### src/hdl/avr_pkg.sv
`timescale 1ns / 1ps
// ----------------------------------------------------------------------------
// avr_pkg
// Shared types, constants and arithmetic helpers of the axis-angle rotator.
// ----------------------------------------------------------------------------
package avr_pkg;

  localparam int COMPONENT_WIDTH_DEF  = 32;
  localparam int ANGLE_ITERATIONS_DEF = 24;

  localparam int FIELD_W     = 32;
  localparam int XW          = 50;
  localparam int ZW          = 62;
  localparam int ROOT_STEPS  = 32;
  localparam int DIV_STEPS   = 31;
  localparam int RD_W        = 37;
  localparam int PR_W        = 66;
  localparam int GUARD       = 16;
  localparam int NORM_STAGES = 69;
  localparam int MUL_STAGES  = 8;

  localparam longint PI_Q56   = 64'h0324_3F6A_8885_A309;
  localparam longint GAIN_Q30 = 64'h0000_0000_26DD_3B6A;
  localparam longint ONE_Q30  = 64'h0000_0000_4000_0000;

  typedef logic signed [FIELD_W-1:0] comp_t;
  typedef logic signed [RD_W-1:0]    rd_t;
  typedef logic signed [PR_W-1:0]    prod_t;

  typedef struct packed {
    comp_t [2:0] p;
    logic  [2:0] a_neg;
    logic        zero;
  } side_t;

  function automatic rd_t round_q30(input prod_t p);
    logic [PR_W-1:0] mag;
    logic [PR_W-1:0] rnd;
    mag = p[PR_W-1] ? PR_W'(-p) : PR_W'(p);
    rnd = (mag + (PR_W'(1) << 29)) >> 30;
    return p[PR_W-1] ? -rd_t'(rnd[RD_W-1:0]) : rd_t'(rnd[RD_W-1:0]);
  endfunction

  function automatic longint atan_pow2(input int n);
    longint          sum;
    int              e;
    longint unsigned Den;
    longint unsigned term;
    sum = 0;
    if (n == 0) begin
      return PI_Q56 >>> 2;
    end
    for (int m = 0; m < 64; m++) begin
      e = 56 - n * (2 * m + 1);
      if (e >= 0) begin
        Den  = longint'(2 * m + 1);
        term = (64'd1 << e) / Den;
        if ((m & 1) != 0) begin
          sum = sum - longint'(term);
        end else begin
          sum = sum + longint'(term);
        end
      end
    end
    return sum;
  endfunction

endpackage

### src/hdl/avr_root_cell.sv
`timescale 1ns / 1ps
// ----------------------------------------------------------------------------
// avr_root_cell
// One digit of the integer square root, two radicand bits per cell.
// ----------------------------------------------------------------------------
module avr_root_cell import avr_pkg::*; #(
  parameter int STEP = 0
) (
  input  logic        clk_i,
  input  logic        en_i,
  input  logic [63:0] rem_i,
  input  logic [63:0] root_i,
  output logic [63:0] rem_o,
  output logic [63:0] root_o
);

  localparam logic [63:0] BIT = 64'd1 << (62 - 2 * STEP);

  logic [64:0] sum_w;
  logic        take;
  logic [63:0] rem_d;
  logic [63:0] root_d;
  logic [63:0] rem_q;
  logic [63:0] root_q;

  always_comb begin
    sum_w  = {1'b0, root_i} + {1'b0, BIT};
    take   = {1'b0, rem_i} >= sum_w;
    rem_d  = take ? (rem_i - sum_w[63:0]) : rem_i;
    root_d = take ? ((root_i >> 1) + BIT) : (root_i >> 1);
  end

  always_ff @(posedge clk_i) begin
    if (en_i) begin
      rem_q  <= rem_d;
      root_q <= root_d;
    end
  end

  assign rem_o  = rem_q;
  assign root_o = root_q;

endmodule

### config.mk
export PLATFORM = sky130hd
export DESIGN_NAME = avr_root_cell
export DESIGN_NICKNAME = d
export VERILOG_FILES = /design/src/hdl/avr_pkg.sv /design/src/hdl/avr_root_cell.sv
export SDC_FILE = /design/constraint.sdc
export NUM_CORES = 1
export LEC_CHECK = 0
export BUFFER_PORTS_ARGS = -buffer_cell sky130_fd_sc_hd__buf_2
export CORE_MARGIN = 4
export CORE_UTILIZATION = 23
export DETAILED_ROUTE_END_ITERATION = 6
export PLACE_DENSITY_LB_ADDON = 0.05
export SETUP_SLACK_MARGIN = 0.4
export SYNTH_ARGS = -nofsm -noshare
export SYNTH_HDL_FRONTEND = slang
export SYNTH_SLANG_ARGS = --single-unit
export TNS_END_PERCENT = 10
### constraint.sdc
create_clock -name clk_i -period 4.24 [get_ports clk_i]
set_input_delay 0.848 -clock clk_i [delete_from_list [all_inputs] [get_ports clk_i]]
set_output_delay 0.848 -clock clk_i [all_outputs]
set_load 0.01 [all_outputs]
Yosys cells after proc, flatten, opt, wreduce, memory -nomap -nowiden --
Cells that the tools add are included.
Word-level totals: input bits 130, logic and storage cells 9, output and inout port bits 128, register bits after elaboration 128
Operators by class: add/subtract/negate cells 3, muxes and demuxes 2, $lt $le $gt $ge 1
Operator list (count):
- adder 64 x 63 -> 65 bit, second input constant | 1
- >= comparator 64 x 65 -> 1 bit | 1
- adder 63 x 63 -> 64 bit, second input constant | 1
- two-way mux 64 bit | 1
- subtractor 64 bit | 1
- two-way mux 63 bit | 1

Logic depth before layout (Yosys ltp) --
Gate-level depths: netlist (run 1).
word-level depth 3, gate-level depth with buffers 15

Worst setup path after synthesis (run 1) --
Ideal clock, no wire load.
path type in2reg, from in root_i[43], to reg rem_q[59], in the netlist rem_o[59], data pin, buffers on the path 3, arrival time 3561 ps, setup slack 417 ps, stages 12, library setup time 262 ps, cells stage by stage inv_1 -> ha_1 -> clkbuf_1 -> nand2_1 -> or4_1 -> or4_1 -> or4b_1 -> o21ai_1 -> a31oi_1 -> buf_6 -> buf_6 -> mux2_1
Between the ends: word-level cells in the longest chain between the ends 3, elaborated cells between the ends (all ways) 4, classes of those cells add/sub (2); order compare (1); mux (1)
Ends and longest elaborated chain:
- start, declared | line avr_root_cell.sv:12 | input logic [63:0] root_i,
- adder 64 x 63 -> 65 bit (*) | line avr_root_cell.sv:27 | sum_w = {1'b0, root_i} + {1'b0, BIT};
- subtractor 64 bit or >= comparator 64 x 65 -> 1 bit (tied branches) | line avr_root_cell.sv:29, avr_root_cell.sv:28
- two-way mux 64 bit (*) | line avr_root_cell.sv:29 | rem_d = take ? (rem_i - sum_w[63:0]) : rem_i;
- named net rem_d[59] | line avr_root_cell.sv:21 | logic [63:0] rem_d;
- end signal, assigned | line avr_root_cell.sv:35 | rem_q <= rem_d;
- end, declared | line avr_root_cell.sv:23 | logic [63:0] rem_q;
Mark *: on every way through the listed nets, which the timed path passes. The rest lies on a longest branch. A chain may end at the register's enable or synchronous reset.

Worst setup path after layout (run 1) --
from in rem_i[0], to reg rem_q[62], in the netlist rem_o[62], data pin
Between the ends: word-level cells in the longest chain between the ends 2, elaborated cells between the ends (all ways) 3, classes of those cells add/sub (1); order compare (1); mux (1)
Ends and longest elaborated chain:
- start, declared | line avr_root_cell.sv:11 | input logic [63:0] rem_i,
- subtractor 64 bit or >= comparator 64 x 65 -> 1 bit (tied branches) | line avr_root_cell.sv:29, avr_root_cell.sv:28
- two-way mux 64 bit (*) | line avr_root_cell.sv:29
- named net rem_d[62] | line avr_root_cell.sv:21
Marks and branches as above.

==> reports/metrics.yaml, run 1 <==
intPower_mw: 3.16
cp.required_ns: 4.44
netSwitchingFraction_pct: 30.6
yosysUniqueCellTypes: 60
path_max_fanout: 3
setup_slack_ns: 0.583
crit_family: "compound AO/OA/AOI/OAI gates"
wirelength_um: 31300
cts_tree: "built"
gp_congestion: 0.824
dp_hpwl_um: 25300
num_vias: 7604
synth_seq_cells: 128
die_x_um: 204
yosysSeqAreaShare_pct: 43.7
die-area_mm2: 0.0415
layout_common_cells: "buf_2 (256), edfxtp_1 (128), a21oi_1 (85)"
vias_per_cell: 4.47
synth_edf_count: 128
clk_pin_slew_ns: 0.07
power_frac_comb_pct: 27.9
routedWlPerCell_um: 18.3
place_ws_ns: -0.320
cts_made_buffers: 17
finalSetupViolations: 0
crit_top_cell: "o21ai_0"
grt_use_met1_pct: 21.0
grt_use_met2_pct: 22.5
io_buffers: 257
synth_area_leader_cell: "edfxtp_1"
drt_iter0_markers: 405
clkPwrFrac_pct: 36.9
rows: 71
ant_nets: 0
start_util_pct: 23.3
hold_violations: 0
h-tree-depth: 4
cp-startpoint: "rem_i[0]"
grt_setup_unrepaired: "true"
synth_fp_nets: 1064
crit_slowest_cell: "fa_1"
max_stage_delay_ns: 0.42
hp-class: "input port to flip-flop"
drcViolationCount: 0
drive_gt1_share_pct: 31.7
clockBufferDepth: 2
critPathLaunchType: "input port"
grt.busiest_layer: "met2"
area_growth_pct: 34.2
power_switching_mw: 1.39
worstMarginPinSlew_ns: 0.751
fp.coreArea_mm2: 0.0378
track_usage_pct: 14.9
synth_cells: 868
clock_sinks: 128
path_buf_inv: 3
max_slew_margin_pct: 49.9
fmax_mhz: 273
period_minus_slack_ns: 3.66
synth_area_per_cell_um2: 10.1
cap_violations: 0
grt_pass1_wl_um: 47300
ios: 258
yosysTopAreaCellShare_pct: 43.7
synth_area_leaders: "edfxtp_1 (44%), ha_1 (9.2%), mux2_1 (6.1%)"
leakage_nw: 5.29
irDropWorstVdd_v: 0.000269
synth_area_mm2: 0.00880
crit_chain: "buf_2 -> inv_1 -> ha_1 -> fa_1 -> nand2b_1 -> a21oi_1 -> o21ai_0 -> a31oi_1 -> o311ai_1 -> buf_4 -> nand3_1 -> o211ai_1 -> o21ai_0 -> xor2_1 -> mux2_1"
synthArstFlopShare_pct: 0
finalNetCount: 1374
cts_root_buf: "clkbuf_16"
gr-usage-met3_pct: 4.36
first_global_vias: 7925
drtPass1Iterations: 4
power_density_mw_per_mm2: 385
setup-tns-final_ns: 0
finalCritPeriodShare_pct: 86.2
path_class: "input port to flip-flop"
synthFlopType: "edfxtp_1"
pwr-share-seq_pct: 35.2
grt.overflow.total: 0
status: "finished clean"
grt_antenna_before_repair: 3
end_kind: "flip-flop"
arrival_ns: 3.85
mostFrequentLayoutCell: "buf_2"
grt_max_degree: 69
fp.dieH_um: 204
min_from: "root_i[48]"
finalMaxSlewViolations: 0
yosysWarningCount: 0
-- synthesized netlist by cell type (5+ instances only) --
cell type	number
a21oi_1	85
nand2_1	71
edfxtp_1	128
o21a_1	10
xor2_1	23
mux2_2	12
and3_1	6
nand3_1	14
o21ai_0	45
xnor2_1	39
nor4_1	5
nor3_1	9
a21boi_0	5
clkbuf_1	24
o21bai_1	12
nor2b_1	5
inv_1	83
buf_6	5
o21ai_1	5
a21o_1	38
nor2_1	42
a31oi_1	12
ha_1	65
mux2_1	48
nand4_1	18
-- final timing paths --
| check | cells after the start | to |
|---|---|---|
| worst max-delay path | 15 | rem_o[62]$_DFFE_PP_ |
| worst min-delay path | 1 | root_o[47]$_DFFE_PP_ |
-- routing by layer --
metal / part of all wire [%] / up-vias
met5: 0.15 / -
li1: - / 3817
met2: 43 / 186
met3: 6.3 / 18
met4: 0.81 / 6
met1: 49 / 3577
-- cells by family after synthesis --
family                     synth area share, %
AOI/OAI and AO/OA                         17.3
and+or+nand+nor                           9.95
DFF                                       43.7
buffers and inverters                     5.47
adders and majority gates                 9.46
muxes                                     8.01
xor gates and xnor gates                  6.17
-- flip-flops by register name (all words and copies together), names as in the netlist --
register,flops
root_o,64
rem_o,64
-- power by group through the flow --
stage               combinational, mW  clock (mW)  sequential [mW]
floorplan                       0.650           0             1.71
CTS                              1.29        1.75             1.61
detailed placement               1.28           0             1.63
global route                     1.41        1.79             1.61
finish                           1.27        1.68             1.60
global placement                 1.29           0             1.63
-- through the flow --
stage                     hold WS, ns  instance area (um2)  util [%]  instances  total power, mW
after CTS                       0.560                11800      31.2       1702             4.64
after detailed placement         1.04                11100      29.5       1670             2.91
after global routing            0.565                11800      31.3       1702             4.82
after global placement           1.04                11100      29.5       1670             2.92
after floorplan                 0.947                 8800         -        868             2.36
final                           0.595                11800      31.3       1703             4.55
-- final cells by class --
class,count,area (um2)
fill,4007,25900
multi-input combinational,623,4530
sequential,128,3840
timing repair buffer,325,1840
tap,511,639
clock buffer,17,425
inverter,83,312
clock inverter,15,218
antenna,1,2.50
-- repair_timing --
item,CTS,global route
hold buffers,0,0
pin swaps,0,0
endpoints found under the setup margin,5,50
resized for setup,2,6
endpoints found under the hold margin,0,0
buffers inserted,0,0
Note: power is estimated with default switching activity, not from simulation.
==> run 2: changes to the inputs <==
--- a/config.mk
+++ b/config.mk
@@ -7,7 +7,7 @@
 export LEC_CHECK = 0
 export BUFFER_PORTS_ARGS = -buffer_cell sky130_fd_sc_hd__buf_2
 export CORE_MARGIN = 4
-export CORE_UTILIZATION = 23
+export CORE_UTILIZATION = 30
 export DETAILED_ROUTE_END_ITERATION = 6
 export PLACE_DENSITY_LB_ADDON = 0.05
 export SETUP_SLACK_MARGIN = 0.4
==> reports/metrics.yaml, run 2 (synthesized netlist as in run 1, its figures left out) <==
status: "finished clean"  # unchanged
clockBufferDepth: 2  # unchanged
num_vias: 7555  # was 7604
leakage_nw: 5.23  # was 5.29 nW
gp_congestion: 0.824  # unchanged
finalSetupViolations: 0  # unchanged
cp.required_ns: 4.41  # was 4.44 ns
io_buffers: 257  # unchanged
rows: 62  # was 71
setup-tns-final_ns: 0  # unchanged
wirelength_um: 28100  # was 31300 um
critPathLaunchType: "input port"  # unchanged
die_x_um: 179  # was 204 um
routedWlPerCell_um: 17.9  # was 18.3 um
fmax_mhz: 269  # was 273 MHz
drive_gt1_share_pct: 31.1  # was 31.7%
end_kind: "flip-flop"  # unchanged
drcViolationCount: 0  # unchanged
fp.dieH_um: 179  # was 204 um
vias_per_cell: 4.82  # was 4.47
finalNetCount: 1367  # was 1374
h-tree-depth: 4  # unchanged
drt_iter0_markers: 372  # was 405
wl_met3_um: 2000  # was 1980 um
placed_cell_area_mm2: 0.0109  # was 0.0111 mm2
clk_pin_slew_ns: 0.07  # about the same
track_usage_pct: 17.3  # was 14.9%
fin_util_pct: 40.0  # was 31.3%
hold_violations: 0  # unchanged
wl_met1_um: 13400  # was 15400 um
stdcell_count: 1567  # was 1703
worstMarginPinSlew_ns: 0.864  # was 0.751 ns
dp.cells: 1536  # was 1670
ant_nets: 0  # unchanged
finalMaxSlewViolations: 0  # unchanged
cts_root_buf: "clkbuf_16"  # unchanged
clock_sinks: 128  # unchanged
ios: 258  # unchanged
post_cts_buffers: 0  # unchanged
area_growth_pct: 31.3  # was 34.2%
grt_max_degree: 89  # was 69
period_minus_slack_ns: 3.72  # was 3.66 ns
fp.coreArea_mm2: 0.0289  # was 0.0378 mm2
final_area_mm2: 0.0116  # was 0.0118 mm2
arrival_ns: 3.89  # was 3.85 ns
layout_common_cells: "buf_2 (256), edfxtp_1 (128), a21oi_1 (84)"  # was buf_2 (256), edfxtp_1 (128), a21oi_1 (85)
irDropWorstVdd_v: 0.000156  # was 0.000269 V
drtPass1Iterations: 5  # was 4
timing.hold.ws_ns: 0.604  # was 0.595 ns
grt.overflow.total: 0  # unchanged
grt_pass1_wl_um: 43400  # was 47300 um
finalCritPeriodShare_pct: 87.8  # was 86.2%
dp_hpwl_um: 22500  # was 25300 um
path_class: "input port to flip-flop"  # unchanged
wl_met2_um: 12300  # was 13500 um
cts_tree: "built"  # unchanged
cap_violations: 0  # unchanged
cts_made_buffers: 17  # unchanged
diodes: 0  # was 1
start_util_pct: 30.5  # was 23.3%
grt_antenna_before_repair: 4  # was 3
max_slew_margin_pct: 42.4  # was 49.9%
path_max_fanout: 3  # unchanged
hp-class: "input port to flip-flop"  # unchanged
mostFrequentLayoutCell: "buf_2"  # unchanged
first_global_vias: 7783  # was 7925
die-area_mm2: 0.0322  # was 0.0415 mm2
power_density_mw_per_mm2: 384  # was 385 mW/mm2
highest_layer: "met5"  # unchanged
grt_setup_unrepaired: "true"  # unchanged
[run 2: final cells by class]
| type | instances | area, um2 |
|---|---|---|
| flip-flops and latches | 128 | 3840 |
| multi-input cells | 623 | 4510 |
| well taps | 384 | 480 |
| clock inverters | 13 | 189 |
| inverters | 83 | 312 |
| fillers | 3008 | 17300 |
| clock buffers | 18 | 429 |
| repair buffers | 318 | 1790 |
[run 2: path summary, 6_finish.rpt]
| kind | start | to | cells after the start |
|---|---|---|---|
| worst max-delay path | rem_i[0] | rem_o[42]$_DFFE_PP_ | 15 |
| worst min-delay path | root_i[56] | root_o[55]$_DFFE_PP_ | 1 |
[run 2: per-layer routing]
layer	up-vias	global-route usage, %
met5	-	0
met4	8	3.40
met3	24	4.41
met2	214	26.7
met1	3511	24.6
li1	3798	-
[run 2: what timing repair did]
| action | 4_1_cts | 5_1_grt |
|---|---|---|
| setup endpoints to repair | 0 | 59 |
| resized for setup | 0 | 6 |
| hold buffers | 0 | 0 |
[run 2: worst max-delay path, stage by stage]
cell and delay (ns):
buf_2 0.08, inv_1 0.04, ha_1 0.22, fa_1 0.43, nand2b_1 0.18, a21oi_1 0.20
o21ai_0 0.20, nand3_1 0.19, a211oi_1 0.10, a211oi_1 0.41, a21oi_1 0.24, buf_4 0.19
o21bai_1 0.17, xor2_1 0.09, mux2_1 0.30
[run 2: through the flow]
stage / worst slack [ns] / power, mW
finish: 0.517 / 4.44
global route: 0.348 / 4.69
CTS: 0.419 / 4.50
detailed placement: -0.00726 / 2.87
global placement: -0.0352 / 2.87
floorplan: 0.417 / 2.36
[run 2: report_power, final]
part | internal (mW) | total [mW] | switching [mW]
sequential | 1.57 | 1.60 | 0.0329
clock | 0.984 | 1.60 | 0.620
combinational | 0.540 | 1.24 | 0.697
total | 3.09 | 4.44 | 1.35
