===== config.mk =====
export PLATFORM = sky130hd
export DESIGN_NAME = avr_div_cell
export DESIGN_NICKNAME = d
export VERILOG_FILES = /design/src/hdl/avr_pkg.sv /design/src/hdl/avr_div_cell.sv
export SDC_FILE = /design/constraint.sdc
export NUM_CORES = 1
export LEC_CHECK = 0
export BUFFER_PORTS_ARGS = -buffer_cell sky130_fd_sc_hd__buf_2
export CAP_MARGIN = 15
export CORE_ASPECT_RATIO = 0.7
export CORE_MARGIN = 2
export CORE_UTILIZATION = 50
export DETAILED_ROUTE_END_ITERATION = 16
export PLACE_DENSITY = 0.86
export SYNTH_ARGS = -nofsm -noshare
export SYNTH_HDL_FRONTEND = slang
export SYNTH_SLANG_ARGS = --single-unit

===== constraint.sdc =====
create_clock -name clk_i -period 3.7 [get_ports clk_i]
set_input_delay 0 -clock clk_i [delete_from_list [all_inputs] [get_ports clk_i]]
set_output_delay 0 -clock clk_i [all_outputs]
set_load 0.02 [all_outputs]

===== src/hdl/avr_pkg.sv =====
`timescale 1ns / 1ps
// ----------------------------------------------------------------------------
// avr_pkg
// Shared types, constants and arithmetic helpers of the axis-angle rotator.
// ----------------------------------------------------------------------------
package avr_pkg;

  localparam int COMPONENT_WIDTH_DEF  = 32;
  localparam int ANGLE_ITERATIONS_DEF = 24;

  localparam int FIELD_W     = 32;
  localparam int XW          = 50;
  localparam int ZW          = 62;
  localparam int ROOT_STEPS  = 32;
  localparam int DIV_STEPS   = 31;
  localparam int RD_W        = 37;
  localparam int PR_W        = 66;
  localparam int GUARD       = 16;
  localparam int NORM_STAGES = 69;
  localparam int MUL_STAGES  = 8;

  localparam longint PI_Q56   = 64'h0324_3F6A_8885_A309;
  localparam longint GAIN_Q30 = 64'h0000_0000_26DD_3B6A;
  localparam longint ONE_Q30  = 64'h0000_0000_4000_0000;

  typedef logic signed [FIELD_W-1:0] comp_t;
  typedef logic signed [RD_W-1:0]    rd_t;
  typedef logic signed [PR_W-1:0]    prod_t;

  typedef struct packed {
    comp_t [2:0] p;
    logic  [2:0] a_neg;
    logic        zero;
  } side_t;

  function automatic rd_t round_q30(input prod_t p);
    logic [PR_W-1:0] mag;
    logic [PR_W-1:0] rnd;
    mag = p[PR_W-1] ? PR_W'(-p) : PR_W'(p);
    rnd = (mag + (PR_W'(1) << 29)) >> 30;
    return p[PR_W-1] ? -rd_t'(rnd[RD_W-1:0]) : rd_t'(rnd[RD_W-1:0]);
  endfunction

  function automatic longint atan_pow2(input int n);
    longint          sum;
    int              e;
    longint unsigned Den;
    longint unsigned term;
    sum = 0;
    if (n == 0) begin
      return PI_Q56 >>> 2;
    end
    for (int m = 0; m < 64; m++) begin
      e = 56 - n * (2 * m + 1);
      if (e >= 0) begin
        Den  = longint'(2 * m + 1);
        term = (64'd1 << e) / Den;
        if ((m & 1) != 0) begin
          sum = sum - longint'(term);
        end else begin
          sum = sum + longint'(term);
        end
      end
    end
    return sum;
  endfunction

endpackage


===== src/hdl/avr_div_cell.sv =====
`timescale 1ns / 1ps
// ----------------------------------------------------------------------------
// avr_div_cell
// One restoring quotient bit for the three axis lanes against a shared divisor.
// ----------------------------------------------------------------------------
module avr_div_cell import avr_pkg::*; (
  input  logic                        clk_i,
  input  logic                        en_i,
  input  logic [31:0]                 dvs_i,
  input  logic [2:0][31:0]            rem_i,
  input  logic [2:0][DIV_STEPS-1:0]   word_i,
  output logic [31:0]                 dvs_o,
  output logic [2:0][31:0]            rem_o,
  output logic [2:0][DIV_STEPS-1:0]   word_o
);

  logic [2:0][32:0]          trial;
  logic [2:0]                ge;
  logic [2:0][31:0]          rem_d;
  logic [2:0][DIV_STEPS-1:0] word_d;
  logic [31:0]               dvs_q;
  logic [2:0][31:0]          rem_q;
  logic [2:0][DIV_STEPS-1:0] word_q;

  always_comb begin
    for (int n = 0; n < 3; n++) begin
      trial[n]  = {rem_i[n], word_i[n][DIV_STEPS-1]};
      ge[n]     = trial[n] >= {1'b0, dvs_i};
      rem_d[n]  = ge[n] ? 32'(trial[n] - {1'b0, dvs_i}) : trial[n][31:0];
      word_d[n] = {word_i[n][DIV_STEPS-2:0], ge[n]};
    end
  end

  always_ff @(posedge clk_i) begin
    if (en_i) begin
      dvs_q  <= dvs_i;
      rem_q  <= rem_d;
      word_q <= word_d;
    end
  end

  assign dvs_o  = dvs_q;
  assign rem_o  = rem_q;
  assign word_o = word_q;

endmodule


# == Word level (Yosys, flattened, before mapping) ==
# Index checks and enable logic that the tools add are counted.
# totals
reg_bits,221
out_inout_bits,221
word_cells,16
# classes
add_sub_neg,3
magnitude_cmp,3
mux,3
# ops
op,n
$ge 33x32->1,3
$mux 32,3
$sub 32x32->32,3

# == Longest topological paths before layout ==
# Gate-level depths: netlist of run 1.
# depth
word_depth,2
ltp_mapped,14
ltp_nobuf,12

# == Worst setup path after synthesis of run 1 ==
# OpenSTA, ideal clock, no wires.
# synth_timing
path_kind,input -> register
start,input port word_i[92] in the netlist's numbering
end,register rem_q (netlist bit rem_o[92]) (data pin)
setup_ps,262
t_arrival_ps,2356
t_required_ps,3438
path_slack_ps,1082
path_stages,12
path_buffers,0
cell_sequence,inv_1 > ha_1 > fa_1 > nand2b_1 > a21oi_1 > o211ai_1 > a21oi_1 > a31oi_1 > o31ai_1 > a31oi_1 > xnor2_1 > mux2_1
# synth_lines
item,line,rtl
from (decl),avr_div_cell.sv:11,"input logic [2:0][DIV_STEPS-1:0] word_i,"
to (signal assigned),avr_div_cell.sv:37,rem_q <= rem_d;
to (decl),avr_div_cell.sv:22,logic [2:0][31:0] rem_q;

==> qor.yml, run 1 <==
outcome:
  status: "finished clean"
cts:
  cts_tree: "done"
  htreeDepth: 1
  cts.repair.resized: 0
  cts_sinks: 221
  clk_pin_slew_ns: 0.06
  clk_path_buf_depth: 3
  cts-root-buf: "clkbuf_16"
  cts_made_buffers: 22
routing:
  vias: 12776
  drt-initial-drc-count: 1660
  routed_wl_um: 46790
  first_pass_iters: 6
  via_per_inst: 5.831
  wl_per_cell_um: 21.36
  drc: 0
  ant_nets: 0
worst_setup_path:
  cp_max_fo: 26
  startpoint_type: "primary input"
  crit_arrival_ns: 3.71
  crit_path_end_kind: "flip-flop"
  cp.required_ns: 3.94
  worst-setup-path-type: "primary input to flip-flop"
floorplan:
  placeableCoreArea_um2: 25570
  io_pins: 444
  die_area_um2: 27260
  die_h_um: 138.7
  die_x_um: 196.5
  num_rows: 49
  start_util: 0.5072
synthesis:
  synth_cells: 1189
  synth_sequential_area_ratio: 0.5118
  synth_seq_cells: 221
  yosys.area_share.xor_xnor: 0.05471
  syn_avg_cell_area_um2: 10.91
  netlist-cell-type-count: 74
  yosys.area_share.simple: 0.1066
  ys_warn_count: 0
  muxShareOfSynthArea: 0.01293
  syn_nets: 1511
  synth_top_flop_cell: "edfxtp_1"
  synthAdderAreaFrac: 0.09727
  synth_compound_area_frac: 0.1812
  synth-async-reset-ratio: 0
  synth_top_family_by_area: "compound AO/OA/AOI/OAI gates"
  synth_edf_count: 221
  netlist_area_um2: 12970
timing:
  timing.fmax_mhz: 288.3
  setup_tns_ns: 0
  drv_slew: 0
  hold_ws_ns: 0.06489
  grt_setup_unrepaired: "no"
  final-setup-viol-count: 0
  hold_violations: 0
  slew_headroom: 0.5710
  fin_crit_ns: 3.468
  worst_slew_pin_slew_ns: 0.6421
  fin_crit_sh: 0.9374
  final.setup.worst_slack_ns: 0.2316
placed_design:
  pre_cts_slack_ns: 0.4221
  dp_cells: 1929
  gp_congestion: 0.9924
  dp_hpwl_um: 32640
  portBuffers: 443
finish:
  num-fill-cells: 1706
  multi_input_area_um2: 5878
  nNetsFinal: 2163
  instances_no_fill: 2191
  regArea_um2: 6636
  drive_above_1_share: 0.2763
  syn_to_final_growth_pct: 42.33
global_routing:
  grt_first_pass_wirelength_um: 70300
  grt_overflow: 0
  antenna_found_initial: 3
  grt_max_degree: 79
  gr-usage-all-layers: 0.3340
  grt_pass1_vias: 12628
pwr:
  ir_drop_mv: 0.3786
  power.total_w: 0.008124
  p_per_area_nw_per_um2: 440.2
  leakagePower_nw: 8.071
hold_path:
  hold_class: "primary input to flip-flop"
run:
  maxCapViolCount: 0
## cells in the final DEF, fill, tap and decap left out, types with 7 or more instances in the layout
master           n
buf_2          442
edfxtp_1       221
dlygate4sd3_1  219
nand2_1        127
a21oi_1        105
ha_1            96
o21ai_0         93
nor2_1          66
inv_1           60
xnor2_1         49
a21o_1          35
xor2_1          32
nand3_1         25
clkbuf_16       23
nand4_1         20
a31oi_1         19
o21bai_1        16
nor3_1          14
o21a_1          14
and3_1          13
o211ai_1        12
nor2b_1         11
nand2b_1        10
buf_4           10
o21ai_1          9
mux2_2           9
a211oi_1         7
## state kept, by name, indices dropped and copies added (netlist names)
name,cells
word_o,93
rem_o,96
dvs_o,32
## area by class of cell
class,count,share of cell area
Sequential cell,221,0.3596
Multi-Input combinational cell,862,0.3185
Timing Repair Buffer,673,0.2446
Clock buffer,26,0.03180
Tap cell,331,0.02244
Inverter,61,0.01241
Clock inverter,14,0.01024
Antenna cell,3,0.0004068
## per-layer routing
| metal | wire length (µm) | track usage | share of wire |
|---|---|---|---|
| met5 | 15 | 0 | 0.00032 |
| met4 | 1256 | 0.08772 | 0.027 |
| met3 | 5679 | 0.09557 | 0.12 |
| met2 | 21210 | 0.5353 | 0.45 |
| met1 | 18630 | 0.4471 | 0.40 |
## critical path, stage by stage
cell and delay (ns):
dlygate4sd3_1 0.53, buf_2 0.14, inv_1 0.20, ha_1 0.35, a21o_1 0.22, a31oi_1 0.19
o21ai_1 0.19, a41o_1 0.34, a31oi_2 0.31, o21ai_2 0.17, a21oi_4 0.56, buf_4 0.34
o21ai_0 0.16
## per-stage QoR
step / utilization / cell area, µm²
4_1_cts: 0.7216 / 18450
2_1_floorplan: - / 12970
3_3_place_gp: 0.6055 / 15480
5_1_grt: 0.7218 / 18450
6_report: 0.7219 / 18460
3_5_place_dp: 0.6055 / 15480
## synthesized netlist by cell type, types with 7 or more instances
cell type | count | share of area
edfxtp_1 | 221 | 0.51
nand2_1 | 127 | 0.037
a21oi_1 | 105 | 0.041
ha_1 | 96 | 0.093
o21ai_0 | 93 | 0.036
nor2_1 | 66 | 0.019
inv_1 | 60 | 0.017
xnor2_1 | 49 | 0.033
a21o_1 | 35 | 0.020
xor2_1 | 32 | 0.022
clkbuf_1 | 25 | 0.0072
nand3_1 | 25 | 0.0096
nand4_1 | 20 | 0.0096
a31oi_1 | 19 | 0.0092
o21bai_1 | 16 | 0.0093
nor3_1 | 14 | 0.0054
o21a_1 | 14 | 0.0081
and3_1 | 13 | 0.0063
buf_2 | 12 | 0.0046
o211ai_1 | 12 | 0.0069
nor2b_1 | 11 | 0.0053
nand2b_1 | 10 | 0.0048
mux2_2 | 9 | 0.0078
o21ai_1 | 9 | 0.0035
a211oi_1 | 7 | 0.0041
## logic make-up (layout without fill, tap and decap cells)
kind of cell,after synthesis,count (layout)
DFF,221,221
xor gates and xnor gates,81,81
adders and majority gates,99,99
muxes,15,15
buffers and inverters,106,774
and+or+nand+nor,303,303
other,0,3
AOI/OAI and AO/OA,364,364
## power breakdown
| part | switching [W] | leakage, nW | internal (W) |
|---|---|---|---|
| combinational | 0.00149 | 5.53 | 0.000937 |
| sequential | 0.0000965 | 2.16 | 0.00313 |
| clock | 0.000991 | 0.381 | 0.00148 |
| total | 0.00258 | 8.07 | 0.00554 |
## worst paths after layout
check                             end       from  slack (ns)  cells past startpoint
hold / removal    word_o[0]$_DFFE_PP_  rem_i[31]        0.06                      4
setup / recovery  rem_o[44]$_DFFE_PP_   dvs_i[4]        0.23                     13
## timing repair
item,in CTS,in global routing
hold buffers,219,0
endpoints found under the hold margin,238,0
setup buffers,0,0
Note: power is estimated with default switching activity, not from simulation.
==> run 2: changes to the inputs <==
Settings changed: BUFFER_PORTS_ARGS -buffer_cell sky130_fd_sc_hd__buf_2 to -buffer_cell sky130_fd_sc_hd__buf_4.
==> run 2 against run 1 <==
Compared with the run above:
- combinational power grew 12%
- maximum frequency is 3.2% lower
- worst hold slack worse by 0.046 ns
- first-iteration DRC count shrank 3.4%
==> qor.yml, run 2 (same netlist as run 1, synthesis figures left out) <==
outcome:
  status: "finished clean"
cts:
  cts_sinks: 221
  htreeDepth: 1
  cts_tree: "done"
  cts_made_buffers: 23
  clk_pin_slew_ns: 0.06
  clk_path_buf_depth: 3
  cts-root-buf: "clkbuf_16"
global_routing:
  antenna_found_initial: 2
  grt_pass1_vias: 12673
  grt_first_pass_wirelength_um: 72300
  grt_max_degree: 110
  gr-usage-all-layers: 0.3464
  grt_overflow: 0
finish:
  final_cell_mix: "buf_4, edfxtp_1, dlygate4sd3_1"
  syn_to_final_growth_pct: 51.52
  drive_above_1_share: 0.2829
  final_common_cell: "buf_4"
  fin_util: 0.7685
  nNetsFinal: 2176
  largest_register_ffs: 96
  num-fill-cells: 1549
placed_design:
  dp_hpwl_um: 33270
  gp_congestion: 0.9558
  portBuffers: 443
pwr:
  power.internal_w: 0.005651
  p_per_area_nw_per_um2: 424.1
  ir_drop_mv: 0.4107
  p_seq_frac: 0.390
  clkPwrFrac: 0.285
  power_switching_w: 0.002682
  comb_power_share: 0.325
  leakagePower_nw: 8.501
  swShare: 0.3218
worst_setup_path:
  worst-setup-path-type: "primary input to flip-flop"
  cp.required_ns: 3.98
  path_cells: "dlygate4sd3_1, buf_4, inv_1, ha_1, a21o_1, a221o_1, a41o_1, a31oi_2, o21ai_4, a41oi_2, xor2_1, o21ai_0, dlygate4sd3_1"
  crit_path_frequent_cell: "dlygate4sd3_1"
  crit_arrival_ns: 3.86
  crit_slowest_cell: "dlygate4sd3_1"
  startpoint_type: "primary input"
  crit_start: "dvs_i[6]"
  slowest_delay_ns: 0.59
  cp_max_fo: 6
  crit_path_end_kind: "flip-flop"
routing:
  wl_per_cell_um: 22.38
  first_pass_iters: 6
  drt-initial-drc-count: 1603
  routed_wl_um: 49310
  ant_nets: 0
  vias: 12911
  via_per_inst: 5.861
  drc: 0
floorplan:
  io_pins: 444
  die_x_um: 196.5
  die_h_um: 138.7
  start_util: 0.5072
  num_rows: 49
  die_area_um2: 27260
  placeableCoreArea_um2: 25570
timing:
  timing.fmax_mhz: 279.0
  hold_violations: 0
  slew_headroom: 0.3831
  fin_crit_ns: 3.585
  drv_slew: 0
  worst_slew_pin_slew_ns: 0.9253
  fin_crit_sh: 0.9688
  setup_tns_ns: 0
  final-setup-viol-count: 0
run:
  maxCapViolCount: 0
hold_path:
  hold_class: "primary input to flip-flop"
  min-delay-start: "word_i[61]"
run 2: routing by layer:
metal  GRT usage  vias to the layer above  wire [µm]
met1      0.4487                     6012      18560
met2      0.5539                      969      22190
met4      0.1073                        0       1881
li1            -                     5771          -
met3      0.1138                      159       6680
met5           0                        -          0
run 2: cell type report:
class / count / area [µm²] / share of cell area
Clock inverter: 15 / 153.9 / 0.007833
Clock buffer: 26 / 586.8 / 0.02987
Antenna cell: 2 / 5.005 / 0.0002547
Timing Repair Buffer: 684 / 5713 / 0.2908
Multi-Input combinational cell: 863 / 5908 / 0.3007
Tap cell: 331 / 414.1 / 0.02108
Sequential cell: 221 / 6636 / 0.3378
Inverter: 61 / 229.0 / 0.01165
run 2: timing repair:
action | CTS | global route
gates resized for setup | 0 | 3
hold endpoints to repair | 217 | 0
endpoints found under the setup margin | 0 | 15
hold buffers | 218 | 0
buffers inserted | 0 | 7
run 2: path summary, 6_finish.rpt:
| kind | end | slack, ns | cells after the start |
|---|---|---|---|
| worst max-delay path | rem_o[61]$_DFFE_PP_ | 0.12 | 13 |
| worst min-delay path | rem_o[32]$_DFFE_PP_ | 0.02 | 3 |
run 2: power groups by stage:
stage / clock, W / sequential, W / combinational, W
after floorplan: 0 / 0.00363 / 0.00100
after global placement: 0 / 0.00327 / 0.00235
after detailed placement: 0 / 0.00327 / 0.00238
after CTS: 0.00237 / 0.00323 / 0.00259
after global routing: 0.00249 / 0.00327 / 0.00286
final: 0.00238 / 0.00325 / 0.00271
run 2: worst max-delay path: cells and delay by family:
kind	cells	cell delay (ns)
fa+ha+maj	1	0.35
compound gates	7	1.81
xor+xnor	1	0.19
buf+inv	4	1.50
run 2: through the flow:
| step | instances | cell area, µm² | hold slack, ns | worst slack [ns] | total power (W) |
|---|---|---|---|---|---|
| after floorplan | 1189 | 12970 | 0.09887 | 1.082 | 0.004638 |
| after global placement | 1934 | 16640 | 0.1780 | 0.3105 | 0.005615 |
| after detailed placement | 1934 | 16640 | 0.1792 | 0.2388 | 0.005652 |
| after CTS | 2193 | 19560 | 0.01225 | 0.2082 | 0.008183 |
| after global routing | 2203 | 19650 | 0.06662 | -0.05630 | 0.008611 |
| final | 2203 | 19650 | 0.01914 | 0.1153 | 0.008333 |
==> run 3: changes to the inputs <==
Settings changed: CORE_AREA from default to 2 2 174 176, CORE_ASPECT_RATIO 0.7 to default, CORE_MARGIN 2 to default, CORE_UTILIZATION 50 to default, DIE_AREA from default to 0 0 176 178, PLACE_DENSITY 0.86 to 0.78.
==> run 3 against run 2 <==
Compared with the run above:
- sequential share of layout area hardly changed
- via count is 3.0% lower
- sequential cell count stayed put
- sequential power hardly changed
==> qor.yml, run 3 (same netlist as run 1, synthesis figures left out) <==
cts:
  cts_sinks: 221
  clk_pin_slew_ns: 0.07
  htreeDepth: 1
  post-cts-setup-buffers: 0
  clk_path_buf_depth: 3
  cts_tree: "done"
  cts-root-buf: "clkbuf_16"
  cts_made_buffers: 25
routing:
  wl_per_cell_um: 22.95
  first_pass_iters: 7
  drc: 0
  ant_nets: 0
  drt-initial-drc-count: 920
  vias: 12529
  routed_wl_um: 51640
  via_per_inst: 5.568
global_routing:
  grt_use_met2: 0.5677
  grt_first_pass_wirelength_um: 74800
  grt_overflow: 0
  grtUsageMet1: 0.3734
  antenna_found_initial: 0
  grt_most_used_layer: "met2"
  gr-usage-all-layers: 0.3159
  grt_pass1_vias: 12666
  use_met3: 0.05307
  grt_max_degree: 86
floorplan:
  die_area_um2: 31330
  placeableCoreArea_um2: 29400
  die_x_um: 176
  die_h_um: 178
  io_pins: 444
  start_util: 0.4410
  num_rows: 63
finish:
  largest_register_ffs: 96
  instances_no_fill: 2250
  num-fill-cells: 2118
  multi_input_area_um2: 5886
  final_cell_mix: "buf_4, edfxtp_1, dlygate4sd3_1"
  regArea_um2: 6636
  final_common_cell: "buf_4"
  syn_to_final_growth_pct: 51.38
  nNetsFinal: 2166
  drive_above_1_share: 0.2765
worst_setup_path:
  cp.required_ns: 4.09
  slowest_delay_ns: 0.56
  startpoint_type: "primary input"
  path_cells: "dlygate4sd3_1, buf_4, inv_1, ha_1, a21o_1, a31oi_1, o21ai_1, a41o_1, a31oi_2, o21ai_4, a21oi_4, buf_4, nand2_1, o21ai_0, dlygate4sd3_1"
  crit_arrival_ns: 3.88
  crit_path_end_kind: "flip-flop"
  cp_max_fo: 25
  path_buf_inv: 5
  crit_family: "compound AO/OA/AOI/OAI gates"
  crit_slowest_cell: "dlygate4sd3_1"
  worst-setup-path-type: "primary input to flip-flop"
timing:
  worst_slew_pin_slew_ns: 0.8679
  fin_crit_ns: 3.490
  drv_slew: 0
  hold_violations: 0
  timing.fmax_mhz: 286.5
  grt_setup_unrepaired: "no"
  final-setup-viol-count: 0
  fin_crit_sh: 0.9433
  slew_headroom: 0.4214
  setup_tns_ns: 0
outcome:
  status: "finished clean"
placed_design:
  dp_hpwl_um: 36360
  portBuffers: 443
  dp_cells: 1988
  gp_congestion: 0.9267
run:
  maxCapViolCount: 0
pwr:
  leakagePower_nw: 8.445
  p_per_area_nw_per_um2: 424.4
  ir_drop_mv: 0.3331
hold_path:
  hold_class: "primary input to flip-flop"
-- run 3: where the power goes --
group | internal (W) | switching [W] | total (W) | leakage (nW)
Clock | 0.00137 | 0.00103 | 0.00240 | 0.364
Combinational | 0.00116 | 0.00153 | 0.00269 | 5.92
Sequential | 0.00313 | 0.000109 | 0.00324 | 2.16
Total | 0.00566 | 0.00267 | 0.00833 | 8.45
-- run 3: metal layers --
| layer | wire (µm) | vias up |
|---|---|---|
| li1 | - | 5746 |
| met1 | 19400 | 6023 |
| met2 | 25750 | 630 |
| met3 | 3917 | 130 |
| met4 | 2577 | 0 |
| met5 | 0 | - |
-- run 3: path summary, 6_finish.rpt --
check                 cells past startpoint  slack, ns      from                    to
worst min-delay path                      1       0.02      en_i  word_o[43]$_DFFE_PP_
worst max-delay path                     15       0.21  dvs_i[4]   rem_o[61]$_DFFE_PP_
-- run 3: layout make-up --
type                            count  area share
Timing Repair Buffer              673      0.2870
Multi-Input combinational cell    862      0.2998
Clock inverter                     12    0.005609
Sequential cell                   221      0.3381
Tap cell                          390     0.02486
Inverter                           61     0.01167
Antenna cell                        1   0.0001275
Clock buffer                       30     0.03283
-- run 3: what timing repair did --
| item | 4_1_cts | 5_1_grt |
|---|---|---|
| hold buffers | 219 | 0 |
| gates resized for setup | 0 | 1 |
| endpoints found under the hold margin | 218 | 0 |
| setup endpoints to repair | 0 | 1 |
-- run 3: stage by stage --
step,instance area (µm²),power [W],utilization,hold WS (ns),setup WS [ns]
after floorplan,12970,0.004638,-,0.09887,1.082
after global placement,16670,0.005672,0.5670,0.1780,0.4365
after detailed placement,16670,0.005688,0.5670,0.1793,0.3436
after CTS,19620,0.008255,0.6673,0.02806,0.2750
after global routing,19630,0.008642,0.6675,0.03074,0.06652
final,19630,0.008330,0.6676,0.01667,0.2098
